[src/hw/rtl/aidtm_pkg.sv]
// Shared types, codes and reset constants for the accessory ID classifier.
// No dependencies; every other file refers to this package by scoped names.
package aidtm_pkg;

    localparam int SAMPLES_DEF  = 5;
    localparam int ADC_BITS_DEF = 12;

    localparam int FIELD_BITS = 12;
    localparam int CFG_IDX_BITS = 3;
    localparam logic [FIELD_BITS-1:0] FIELD_MAX = 12'hFFF;

    localparam logic [1:0] TYPE_NONE    = 2'd0;
    localparam logic [1:0] TYPE_OTG     = 2'd1;
    localparam logic [1:0] TYPE_LINEOUT = 2'd2;
    localparam logic [1:0] TYPE_UNKNOWN = 2'd3;

    localparam logic [1:0] OTG_KEEP    = 2'd0;
    localparam logic [1:0] OTG_ENABLE  = 2'd1;
    localparam logic [1:0] OTG_DISABLE = 2'd2;

    localparam logic [CFG_IDX_BITS-1:0] CFG_LINEOUT_LOW_A  = 3'd0;
    localparam logic [CFG_IDX_BITS-1:0] CFG_LINEOUT_HIGH_A = 3'd1;
    localparam logic [CFG_IDX_BITS-1:0] CFG_LINEOUT_LOW_B  = 3'd2;
    localparam logic [CFG_IDX_BITS-1:0] CFG_LINEOUT_HIGH_B = 3'd3;
    localparam logic [CFG_IDX_BITS-1:0] CFG_OTG_LOW        = 3'd4;
    localparam logic [CFG_IDX_BITS-1:0] CFG_OTG_HIGH       = 3'd5;

    localparam logic [FIELD_BITS-1:0] RST_LINEOUT_LOW_A  = 12'd1100;
    localparam logic [FIELD_BITS-1:0] RST_LINEOUT_HIGH_A = 12'd1400;
    localparam logic [FIELD_BITS-1:0] RST_LINEOUT_LOW_B  = 12'd1800;
    localparam logic [FIELD_BITS-1:0] RST_LINEOUT_HIGH_B = 12'd2350;
    localparam logic [FIELD_BITS-1:0] RST_OTG_LOW        = 12'd2450;
    localparam logic [FIELD_BITS-1:0] RST_OTG_HIGH       = 12'd2850;

    typedef struct packed {
        logic                  kind;
        logic [FIELD_BITS-1:0] sample;
    } t_in_beat;

    typedef struct packed {
        logic [1:0]            acc_class;
        logic                  online;
        logic [FIELD_BITS-1:0] id_level;
        logic                  ear_jack;
        logic [1:0]            otg_action;
    } t_out_beat;

    typedef struct packed {
        logic [FIELD_BITS-1:0] lineout_low_a;
        logic [FIELD_BITS-1:0] lineout_high_a;
        logic [FIELD_BITS-1:0] lineout_low_b;
        logic [FIELD_BITS-1:0] lineout_high_b;
        logic [FIELD_BITS-1:0] otg_window_low;
        logic [FIELD_BITS-1:0] otg_window_high;
    } t_windows;

endpackage

[src/hw/rtl/aidtm_acc.sv]
// Sample gathering stage: running sum, min and max, trimmed-sum token register.
// Depends on aidtm_pkg.
module aidtm_acc #(
    parameter int SAMPLES  = aidtm_pkg::SAMPLES_DEF,
    parameter int ADC_BITS = aidtm_pkg::ADC_BITS_DEF,
    localparam int CW = $clog2(SAMPLES),
    localparam int SW = ADC_BITS + $clog2(SAMPLES)
) (
    input  logic                i_clk,
    input  logic                i_rst_n,
    input  logic                i_in_valid,
    output logic                o_in_ready,
    input  aidtm_pkg::t_in_beat i_in_data,
    output logic                o_tok_valid,
    input  logic                i_tok_ready,
    output logic                o_tok_detach,
    output logic [SW-1:0]       o_tok_trim
);

    logic [CW-1:0]       r_count;
    logic [SW-1:0]       r_sum;
    logic [ADC_BITS-1:0] r_low;
    logic [ADC_BITS-1:0] r_high;
    logic                r_tok_valid;
    logic                r_tok_detach;
    logic [SW-1:0]       r_tok_trim;

    logic                accept;
    logic                first;
    logic                last;
    logic [ADC_BITS-1:0] s;
    logic [ADC_BITS-1:0] n_low;
    logic [ADC_BITS-1:0] n_high;
    logic [SW-1:0]       n_sum;
    logic [SW-1:0]       trim;

    assign o_in_ready = !r_tok_valid || i_tok_ready;
    assign accept     = i_in_valid && o_in_ready;

    assign s      = ADC_BITS'(i_in_data.sample);
    assign first  = (r_count == '0);
    assign last   = (r_count == CW'(SAMPLES - 1));
    assign n_low  = (first || (s < r_low))  ? s : r_low;
    assign n_high = (first || (s > r_high)) ? s : r_high;
    assign n_sum  = r_sum + SW'(s);
    assign trim   = n_sum - SW'(n_low) - SW'(n_high);

    always_ff @(posedge i_clk) begin
        if (!i_rst_n) begin
            r_count <= '0;
            r_sum   <= '0;
            r_low   <= '0;
            r_high  <= '0;
        end else if (accept) begin
            if (i_in_data.kind || last) begin
                r_count <= '0;
                r_sum   <= '0;
                r_low   <= '0;
                r_high  <= '0;
            end else begin
                r_count <= r_count + CW'(1);
                r_sum   <= n_sum;
                r_low   <= n_low;
                r_high  <= n_high;
            end
        end
    end

    always_ff @(posedge i_clk) begin
        if (!i_rst_n) begin
            r_tok_valid <= 1'b0;
        end else if (o_in_ready) begin
            r_tok_valid <= accept && (i_in_data.kind || last);
        end
    end

    always_ff @(posedge i_clk) begin
        if (o_in_ready) begin
            r_tok_detach <= i_in_data.kind;
            r_tok_trim   <= trim;
        end
    end

    assign o_tok_valid  = r_tok_valid;
    assign o_tok_detach = r_tok_detach;
    assign o_tok_trim   = r_tok_trim;

endmodule

[src/hw/rtl/aidtm_div.sv]
// Divide the trimmed sum by SAMPLES-2 through a registered reciprocal product.
// Depends on aidtm_pkg for parameter defaults.
module aidtm_div #(
    parameter int SAMPLES  = aidtm_pkg::SAMPLES_DEF,
    parameter int ADC_BITS = aidtm_pkg::ADC_BITS_DEF,
    localparam int SW = ADC_BITS + $clog2(SAMPLES)
) (
    input  logic                i_clk,
    input  logic                i_rst_n,
    input  logic                i_tok_valid,
    output logic                o_tok_ready,
    input  logic                i_tok_detach,
    input  logic [SW-1:0]       i_tok_trim,
    output logic                o_mean_valid,
    input  logic                i_mean_ready,
    output logic                o_mean_detach,
    output logic [ADC_BITS-1:0] o_mean
);

    localparam int DIV = SAMPLES - 2;
    localparam int SH  = SW + $clog2(DIV);
    localparam int MB  = SW + 2;
    localparam int PW  = SW + MB;
    localparam logic [MB-1:0] RECIP = MB'(((64'd1 << SH) + 64'(DIV) - 64'd1) / 64'(DIV));

    logic          r_valid;
    logic          r_detach;
    logic [PW-1:0] r_prod;

    assign o_tok_ready = !r_valid || i_mean_ready;

    always_ff @(posedge i_clk) begin
        if (!i_rst_n) begin
            r_valid <= 1'b0;
        end else if (o_tok_ready) begin
            r_valid <= i_tok_valid;
        end
    end

    always_ff @(posedge i_clk) begin
        if (o_tok_ready) begin
            r_detach <= i_tok_detach;
            r_prod   <= PW'(i_tok_trim) * PW'(RECIP);
        end
    end

    assign o_mean_valid  = r_valid;
    assign o_mean_detach = r_detach;
    assign o_mean        = r_prod[SH +: ADC_BITS];

endmodule

[src/hw/rtl/aidtm_cls.sv]
// Window classifier, accessory type and ear-jack state, and the result register.
// Depends on aidtm_pkg.
module aidtm_cls #(
    parameter int ADC_BITS = aidtm_pkg::ADC_BITS_DEF
) (
    input  logic                 i_clk,
    input  logic                 i_rst_n,
    input  aidtm_pkg::t_windows  i_win,
    input  logic                 i_mean_valid,
    output logic                 o_mean_ready,
    input  logic                 i_mean_detach,
    input  logic [ADC_BITS-1:0]  i_mean,
    output logic                 o_out_valid,
    input  logic                 i_out_ready,
    output aidtm_pkg::t_out_beat o_out_data
);

    localparam int FB = aidtm_pkg::FIELD_BITS;
    localparam int LW = (ADC_BITS > FB) ? ADC_BITS : FB;

    logic                 r_out_valid;
    aidtm_pkg::t_out_beat r_out;
    logic [1:0]           r_type;
    logic                 r_ear;

    aidtm_pkg::t_out_beat n_out;
    logic [1:0]           n_type;
    logic                 n_ear;
    logic                 load;
    logic                 det;
    logic                 hit_a;
    logic                 hit_b;
    logic                 hit_otg;
    logic [LW-1:0]        m;

    assign o_mean_ready = !r_out_valid || i_out_ready;
    assign load         = i_mean_valid && o_mean_ready;

    assign m       = LW'(i_mean);
    assign det     = i_mean_detach || (i_mean == '0);
    assign hit_a   = (LW'(i_win.lineout_low_a) < m) && (m < LW'(i_win.lineout_high_a));
    assign hit_b   = (LW'(i_win.lineout_low_b) < m) && (m < LW'(i_win.lineout_high_b));
    assign hit_otg = (LW'(i_win.otg_window_low) < m) && (m < LW'(i_win.otg_window_high));

    always_comb begin
        n_type = r_type;
        n_ear  = r_ear;
        n_out.online     = 1'b0;
        n_out.id_level   = '0;
        n_out.otg_action = aidtm_pkg::OTG_KEEP;
        if (det) begin
            n_type = aidtm_pkg::TYPE_NONE;
            if (r_type == aidtm_pkg::TYPE_LINEOUT) begin
                n_ear = 1'b0;
            end
            if (r_type == aidtm_pkg::TYPE_OTG) begin
                n_out.otg_action = aidtm_pkg::OTG_DISABLE;
            end
            n_out.acc_class = r_type;
        end else begin
            priority if (hit_a || hit_b) begin
                n_type = aidtm_pkg::TYPE_LINEOUT;
                n_ear  = 1'b1;
            end else if (hit_otg) begin
                n_type           = aidtm_pkg::TYPE_OTG;
                n_out.otg_action = aidtm_pkg::OTG_ENABLE;
            end else begin
                n_type = aidtm_pkg::TYPE_UNKNOWN;
            end
            n_out.acc_class = n_type;
            n_out.online    = 1'b1;
            n_out.id_level = (m > LW'(aidtm_pkg::FIELD_MAX)) ? aidtm_pkg::FIELD_MAX
                                                             : m[FB-1:0];
        end
        n_out.ear_jack = n_ear;
    end

    always_ff @(posedge i_clk) begin
        if (!i_rst_n) begin
            r_out_valid <= 1'b0;
            r_type      <= aidtm_pkg::TYPE_NONE;
            r_ear       <= 1'b0;
        end else begin
            if (o_mean_ready) begin
                r_out_valid <= i_mean_valid;
            end
            if (load) begin
                r_type <= n_type;
                r_ear  <= n_ear;
            end
        end
    end

    always_ff @(posedge i_clk) begin
        if (load) begin
            r_out <= n_out;
        end
    end

    assign o_out_valid = r_out_valid;
    assign o_out_data  = r_out;

endmodule

[src/hw/rtl/accessory_id_trimmed_mean_classifier_core.sv]
// Top level of the accessory ID classifier: window registers and the three stages.
// Depends on aidtm_pkg, aidtm_acc, aidtm_div and aidtm_cls.
//
// Input beats carry either an ID-line ADC sample (kind 0) or a detach event (kind 1).
// SAMPLES samples are gathered; the mean of all but the smallest and largest is
// checked against the line-out A, line-out B and OTG windows, and one report beat
// goes out. A detach event, or a mean of zero, yields an offline report for the
// stored type and drops any partial set of samples.
// Window bounds are written on the configuration channel at index 0..5; it is
// always ready and other indexes are ignored.
// Throughput: one input beat per cycle while o_in_ready is high, set by the sum, min
// and max update. The token register loads at the edge that accepts the causing beat;
// the report then passes the reciprocal product register and the result register
// before it is valid.
// Reset clears the gathering state, the type and the ear-jack level and loads the
// default window bounds; no report is pending after reset.
// When the receiver stalls, the stages fill one by one; o_in_ready falls only
// once all three hold an unsent report.
module accessory_id_trimmed_mean_classifier_core #(
    parameter int SAMPLES  = aidtm_pkg::SAMPLES_DEF,
    parameter int ADC_BITS = aidtm_pkg::ADC_BITS_DEF
) (
    input  logic                                i_clk,
    input  logic                                i_rst_n,
    input  logic                                i_in_valid,
    output logic                                o_in_ready,
    input  aidtm_pkg::t_in_beat                 i_in_data,
    output logic                                o_out_valid,
    input  logic                                i_out_ready,
    output aidtm_pkg::t_out_beat                o_out_data,
    input  logic                                i_cfg_valid,
    output logic                                o_cfg_ready,
    input  logic [aidtm_pkg::CFG_IDX_BITS-1:0]  i_cfg_index,
    input  logic [aidtm_pkg::FIELD_BITS-1:0]    i_cfg_data
);

    localparam int SW = ADC_BITS + $clog2(SAMPLES);

    aidtm_pkg::t_windows r_win;

    logic                tok_valid;
    logic                tok_ready;
    logic                tok_detach;
    logic [SW-1:0]       tok_trim;
    logic                mean_valid;
    logic                mean_ready;
    logic                mean_detach;
    logic [ADC_BITS-1:0] mean;

    assign o_cfg_ready = 1'b1;

    always_ff @(posedge i_clk) begin
        if (!i_rst_n) begin
            r_win.lineout_low_a   <= aidtm_pkg::RST_LINEOUT_LOW_A;
            r_win.lineout_high_a  <= aidtm_pkg::RST_LINEOUT_HIGH_A;
            r_win.lineout_low_b   <= aidtm_pkg::RST_LINEOUT_LOW_B;
            r_win.lineout_high_b  <= aidtm_pkg::RST_LINEOUT_HIGH_B;
            r_win.otg_window_low  <= aidtm_pkg::RST_OTG_LOW;
            r_win.otg_window_high <= aidtm_pkg::RST_OTG_HIGH;
        end else if (i_cfg_valid && o_cfg_ready) begin
            unique case (i_cfg_index)
                aidtm_pkg::CFG_LINEOUT_LOW_A:  r_win.lineout_low_a   <= i_cfg_data;
                aidtm_pkg::CFG_LINEOUT_HIGH_A: r_win.lineout_high_a  <= i_cfg_data;
                aidtm_pkg::CFG_LINEOUT_LOW_B:  r_win.lineout_low_b   <= i_cfg_data;
                aidtm_pkg::CFG_LINEOUT_HIGH_B: r_win.lineout_high_b  <= i_cfg_data;
                aidtm_pkg::CFG_OTG_LOW:        r_win.otg_window_low  <= i_cfg_data;
                aidtm_pkg::CFG_OTG_HIGH:       r_win.otg_window_high <= i_cfg_data;
                default: begin
                end
            endcase
        end
    end

    aidtm_acc #(
        .SAMPLES  (SAMPLES),
        .ADC_BITS (ADC_BITS)
    ) u_acc (
        .i_clk        (i_clk),
        .i_rst_n      (i_rst_n),
        .i_in_valid   (i_in_valid),
        .o_in_ready   (o_in_ready),
        .i_in_data    (i_in_data),
        .o_tok_valid  (tok_valid),
        .i_tok_ready  (tok_ready),
        .o_tok_detach (tok_detach),
        .o_tok_trim   (tok_trim)
    );

    aidtm_div #(
        .SAMPLES  (SAMPLES),
        .ADC_BITS (ADC_BITS)
    ) u_div (
        .i_clk         (i_clk),
        .i_rst_n       (i_rst_n),
        .i_tok_valid   (tok_valid),
        .o_tok_ready   (tok_ready),
        .i_tok_detach  (tok_detach),
        .i_tok_trim    (tok_trim),
        .o_mean_valid  (mean_valid),
        .i_mean_ready  (mean_ready),
        .o_mean_detach (mean_detach),
        .o_mean        (mean)
    );

    aidtm_cls #(
        .ADC_BITS (ADC_BITS)
    ) u_cls (
        .i_clk         (i_clk),
        .i_rst_n       (i_rst_n),
        .i_win         (r_win),
        .i_mean_valid  (mean_valid),
        .o_mean_ready  (mean_ready),
        .i_mean_detach (mean_detach),
        .i_mean        (mean),
        .o_out_valid   (o_out_valid),
        .i_out_ready   (i_out_ready),
        .o_out_data    (o_out_data)
    );

endmodule

[config.mk]
export PLATFORM = sky130hd
export DESIGN_NAME = accessory_id_trimmed_mean_classifier_core
export DESIGN_NICKNAME = d
export VERILOG_FILES = /design/src/hw/rtl/aidtm_pkg.sv /design/src/hw/rtl/aidtm_acc.sv /design/src/hw/rtl/aidtm_div.sv /design/src/hw/rtl/aidtm_cls.sv /design/src/hw/rtl/accessory_id_trimmed_mean_classifier_core.sv
export SDC_FILE = /design/constraint.sdc
export NUM_CORES = 1
export LEC_CHECK = 0
export BUFFER_PORTS_ARGS = -buffer_cell sky130_fd_sc_hd__buf_4
export CORE_MARGIN = 3
export CORE_UTILIZATION = 50
export CTS_BUF_LIST = sky130_fd_sc_hd__clkbuf_8
export DETAILED_ROUTE_END_ITERATION = 6
export GPL_TIMING_DRIVEN = 0
export PLACE_DENSITY = 0.75
export SKIP_CTS_REPAIR_TIMING = 1
export SLEW_MARGIN = 10
export SYNTH_ARGS = -nofsm -noshare
export SYNTH_HDL_FRONTEND = slang
export SYNTH_HIERARCHICAL = 1
export SYNTH_SLANG_ARGS = --single-unit
[constraint.sdc]
create_clock -name i_clk -period 13.2 [get_ports i_clk]
set_clock_uncertainty 0.15 [all_clocks]
set_input_delay 2.64 -clock i_clk [delete_from_list [all_inputs] [get_ports i_clk]]
set_output_delay 2.64 -clock i_clk [all_outputs]
set_load 0.02 [all_outputs]
=== Word level (Yosys, flattened, before mapping) ===
Cells that the tools add are included.

* $add $sub $neg: 4
* Multiply operators: 1
* Div/mod/pow operators: 0
* Order comparisons: 9
* Equal/unequal tests: 8
* Shifts and indexed selects: 0
* Mux-type cells: 19
* Bitwise gates (word level): 0
* Reduce and logical (&&, ||, !) cells: 26

{| class="wikitable"
|+ Operators with widths
! operator !! number
|-
| less-than comparator 12 bit || 7
|-
| two-way mux 12 bit || 5
|-
| subtractor 15 x 12 -> 15 bit || 2
|-
| multiplier 15 x 16 -> 29 bit, second input constant || 1
|-
| adder 15 x 12 -> 15 bit || 1
|-
| two-way mux 15 bit || 1
|-
| two-way mux 2 bit || 7
|-
| two-way mux 13 bit || 1
|-
| > comparator 12 bit || 1
|-
| > comparator 12 bit, second input constant || 1
|-
| zero test 12 bit || 1
|-
| AND reduction 2 bit || 6
|-
| == test 3 bit, second input constant || 3
|-
| logical OR 1 bit || 8
|-
| == test 3 x 2 -> 1 bit, second input constant || 2
|-
| logical AND 1 bit || 6
|-
| zero test 3 bit || 2
|-
| two-way mux 1 bit || 4
|-
| adder 3 x 1 -> 3 bit, second input constant || 1
|-
| == test 3 x 1 -> 1 bit, second input constant || 1
|-
| zero test 1 bit || 3
|-
| two-way mux 3 bit || 1
|-
| == test 2 x 1 -> 1 bit, second input constant || 1
|-
| == test 2 bit, second input constant || 1
|}

* Bits in registers: 184
* Latch bits: 0
* RAM bits: 0
* Memory bits (read-only): 0
* Output and inout port bits: 21
* Logic and storage cells: 91
* Memories: 0

=== Longest topological paths before layout ===
* Depth after elaboration: 6
* Mapped depth: 20
* Depth with buffers taken out: 19

=== Hierarchy ===
The synthesis kept the hierarchy.

{| class="wikitable"
|+ By module, submodules not included
! module !! instances !! cells each !! area each (µm²) !! seq. area each (µm²)
|-
| aidtm_acc || 1 || 424 || 4150.2 || 1341.3
|-
| aidtm_div || 1 || 390 || 3993.8 || 410.4
|-
| accessory_id_trimmed_mean_classifier_core || 1 || 269 || 2812.7 || 1441.4
|-
| aidtm_cls || 1 || 270 || 2388.5 || 620.6
|}

=== Worst setup path after synthesis ===
OpenSTA, ideal clock, no wires.

* Kind: input-to-reg
* Start point: in i_in_data[9] (netlist name)
* End point: reg u_acc.r_tok_trim[13] (netlist: u_acc/o_tok_trim[13]), data pin
* Setup time: 0.263 ns
* Data arrival time: 6.442 ns
* Slack: 6.345 ns
* Cell stages on the path: 18
* Path buffers: 1
* Cells stage by stage: ha_1 -> a21o_1 -> a21o_1 -> a21oi_1 -> nand2_1 -> o21ai_0 -> nand2_1 -> buf_2 -> mux2i_1 -> fa_1 -> ha_1 -> a21o_1 -> a21oi_1 -> a21boi_0 -> and4_1 -> o41ai_1 -> o21ai_1 -> xor2_1

* Longest elaborated chain between the ends: 5
* Elaborated cells between the ends (all ways): 9
* Those cells by class: 3 x add/sub; 2 x order compare; 2 x mux; 2 x reduce/logical

{| class="wikitable"
|+ Ends and longest elaborated chain
! item !! RTL line !! source
|-
| start, declared || accessory_id_trimmed_mean_classifier_core.sv:27 || <nowiki>input aidtm_pkg::t_in_beat i_in_data,</nowiki>
|-
| less-than comparator 12 bit || aidtm_acc.sv:43 || <nowiki>assign n_low = (first || (s < r_low)) ? s : r_low;</nowiki>
|-
| logical OR 1 bit || aidtm_acc.sv:43 ||
|-
| two-way mux 12 bit || aidtm_acc.sv:43 ||
|-
| subtractor 15 x 12 -> 15 bit || aidtm_acc.sv:46 || <nowiki>assign trim = n_sum - SW'(n_low) - SW'(n_high);</nowiki>
|-
| subtractor 15 x 12 -> 15 bit * || aidtm_acc.sv:46 ||
|-
| net u_acc.trim[13] || aidtm_acc.sv:35 || <nowiki>logic [SW-1:0] trim;</nowiki>
|-
| end signal, assigned || aidtm_acc.sv:80 || <nowiki>r_tok_trim <= trim;</nowiki>
|-
| end, declared || aidtm_acc.sv:26 || <nowiki>logic [SW-1:0] r_tok_trim;</nowiki>
|}

Mark *: on every way through the listed nets, which the timed path passes. The rest lies on a longest branch.
A chain may end at the register's enable or synchronous reset.

=== Worst setup path in the final report ===
* Start point: in i_out_ready
* End point: out o_in_ready

* Longest elaborated chain between the ends: 3

{| class="wikitable"
|+ Ends and longest elaborated chain
! item !! RTL line !! source
|-
| start, declared || accessory_id_trimmed_mean_classifier_core.sv:29 || <nowiki>input logic i_out_ready,</nowiki>
|-
| logical OR 1 bit || aidtm_cls.sv:36 || <nowiki>assign o_mean_ready = !r_out_valid || i_out_ready;</nowiki>
|-
| net mean_ready || accessory_id_trimmed_mean_classifier_core.sv:46 || <nowiki>logic mean_ready;</nowiki>
|-
| logical OR 1 bit || aidtm_div.sv:30 || <nowiki>assign o_tok_ready = !r_valid || i_mean_ready;</nowiki>
|-
| net tok_ready || accessory_id_trimmed_mean_classifier_core.sv:42 || <nowiki>logic tok_ready;</nowiki>
|-
| logical OR 1 bit || aidtm_acc.sv:37 || <nowiki>assign o_in_ready = !r_tok_valid || i_tok_ready;</nowiki>
|-
| end, declared || accessory_id_trimmed_mean_classifier_core.sv:26 || <nowiki>output logic o_in_ready,</nowiki>
|}

The timed path passes the listed nets, and every way through them passes these cells.

==> results.cfg <==
[outcome]
status = finished, final reports clean

[floorplan]
die_x_um = 169
die_y_um = 169
fp-row-count = 59
dieArea_um2 = 28700
coreArea_um2 = 26100
start_util_pct = 51.1
io_pins = 54

[yosys]
syn-cell-area_um2 = 13300
synthesis.nets = 1671
yosysTopAreaCell = ha_1
syn_avg_cell_area_um2 = 9.86
synth-edff-count = 47
yosysTopAreaCellShare_pct = 20.3
ys_ff_latch = 167
synth.yosys.seq_area_share_pct = 28.6
syn_inst = 1353
ys_types = 74
yosysWarningCount = 6
synthFlopType = dfxtp_1
async_flop_share_pct = 0
yosys-top-cells-area = ha_1, dfxtp_1, edfxtp_1, fa_1, mux2i_1

[clocking]
clk_pin_slew_ps = 90
root_buffer = clkbuf_8
cts_tree = done
htreeDepth = 4
clock_latency_ps = 460
clock-sinks = 167
cts_buffers = 17
clock_tree.buffer_depth = 2

[routing]
via_per_inst = 5.71
drc = 0
routed_wl_um = 31500
drt_iter0_drc = 559
drtPass1Iterations = 5
ant_nets = 0
wl_per_cell_um = 17.8
vias = 10100

[setup_path]
r2r_cells = 16
crit_path_frequent_cell = nand2b_1
worstPathMaxFanout = 22
critical_path.cell_chain = buf_4 > nand2b_1 > nand2b_1 > nand2b_1 > buf_4
critPathMaxStageDelay_ps = 880
cp_data_required_time_ps = 10410
r2r_start = u_acc/o_tok_trim[9]
crit_path_start_kind = input pin
timing_worst_setup_path_type = input pin to output port
crit_end = o_in_ready
critPathCaptureType = output port
cpMaxStageDelayCell = nand2b_1
regToRegSetupSlack_ps = 7450
r2r-end = u_div/r_prod[27]
worstPathArrival_ps = 4580
cp-startpoint = i_out_ready

[sta]
fin_crit_ps = 7370
worst_pin_slew_ps = 1050
setup_violations = 0
fmax_mhz = 136
fin_crit_sh_pct = 55.8
finalHoldViolCount = 0
setup_tns_ps = 0
slew_headroom_pct = 30.3
rsz0062_at_grt = no
maxSlewViolCount = 0

[cells_and_area]
fin_area_um2 = 14500
syn_to_final_growth_pct = 8.64
num_antenna_cells = 0
mostFrequentLayoutCells = ha_1, inv_1, dfxtp_1
final_cells = 1772
drive_gt1_share_pct = 7.86
mostFrequentLayoutCell = ha_1
nNetsFinal = 1742

[global_routing]
grt_usage_pct = 22.1
antenna_found_initial = 0
grt_pass1_vias = 10100
grt_max_degree = 23
grt_pass1_wl_um = 51100
grt_overflow = 0

[placed_design]
port_buffers = 52
place_inst = 1740
placed_area_um2 = 14200
gp_congestion = 0.915
dpl.hpwl_um = 24800

[min_path]
hp-class = register to register

[run]
cap_viol_max_count = 0
[through the flow]
step           setup slack, ps  hold WS (ps)  util, %
2_1_floorplan             6340           250        -
3_3_place_gp              5570           253     54.2
3_5_place_dp              5490           276     54.2
4_1_cts                   5770           283     55.5
5_1_grt                   5590           295     55.5
6_report                  5830           276     55.5
[cells by family (layout without fill, tap and decap cells)]
kind of cell | after synthesis | count (layout) | share of synthesized area, %
AO/OA/AOI/OAI | 248 | 248 | 12.9
flip-flops | 167 | 167 | 28.6
other | 1 | 1 | 0.0281
adder cells (fa/ha/maj) | 285 | 285 | 30.6
XOR/XNOR | 47 | 47 | 3.08
buffers and inverters | 205 | 289 | 5.99
multiplexers | 96 | 96 | 7.23
AND/OR/NAND/NOR | 304 | 304 | 11.6
[metal layers]
layer	vias up	GRT usage, %	share of wire [%]
met1	4938	28.2	44
li1	4878	-	-
met2	261	39.0	50
met5	-	0	0
met4	0	6.19	1.9
met3	41	3.40	3.9
[Yosys cell counts (all sizes together) (6+ instances only)]
cell type	count
nand2b	14
and3	7
nand4	21
a21boi	6
a22o	28
clkbuf	22
a21oi	84
mux2i	93
a22oi	8
a21o	27
nand2	106
inv	170
nor3	12
buf	12
fa	69
o211ai	8
o21a	12
xor2	10
nor2	55
o21ai	26
a211o	6
edfxtp	47
ha	216
nand3	12
nor2b	49
xnor2	37
dfxtp	120
a211oi	11
[flip-flops by register name, indices dropped and copies added (netlist names)]
signal / flops
u_cls/r_type: 2
u_acc/o_tok_detach: 1
u_div/o_mean_valid: 1
u_acc/r_sum: 15
u_div/o_mean_detach: 1
r_win: 72
u_acc/o_tok_valid: 1
u_cls/r_ear: 1
u_acc/r_low: 12
u_acc/o_tok_trim: 15
u_acc/r_high: 12
u_acc/r_count: 3
u_cls/o_out_valid: 1
u_cls/o_out_data: 18
u_div/r_prod: 12
[critical path: cells and delay by family]
kind	cells	cell delay, ps
buffers and inverters	2	360
and+or+nand+nor	3	1550
[layout make-up]
cell class / instances / area [um2]
tap: 335 / 419
sequential: 167 / 3810
clock inverter: 14 / 96.3
inverter: 171 / 642
multi-input combinational: 981 / 8730
timing repair buffer: 52 / 390
buffer: 34 / 158
clock buffer: 18 / 248
fill: 2325 / 11600
[worst min path at each step]
stage                             startpoint  slack (ps)  cells past startpoint                  end
after floorplan           u_acc/o_tok_detach         250                      0  u_div/o_mean_detach
after global placement    u_acc/o_tok_detach         250                      0  u_div/o_mean_detach
after detailed placement  u_acc/o_tok_detach         280                      0  u_div/o_mean_detach
after CTS                 u_acc/o_tok_detach         280                      0  u_div/o_mean_detach
after global routing      u_acc/o_tok_detach         290                      0  u_div/o_mean_detach
final                     u_acc/o_tok_detach         280                      0  u_div/o_mean_detach
Power is left out: the tool's default activity adds up to more than one toggle a clock period on the data nets, which glitch-free logic cannot reach.
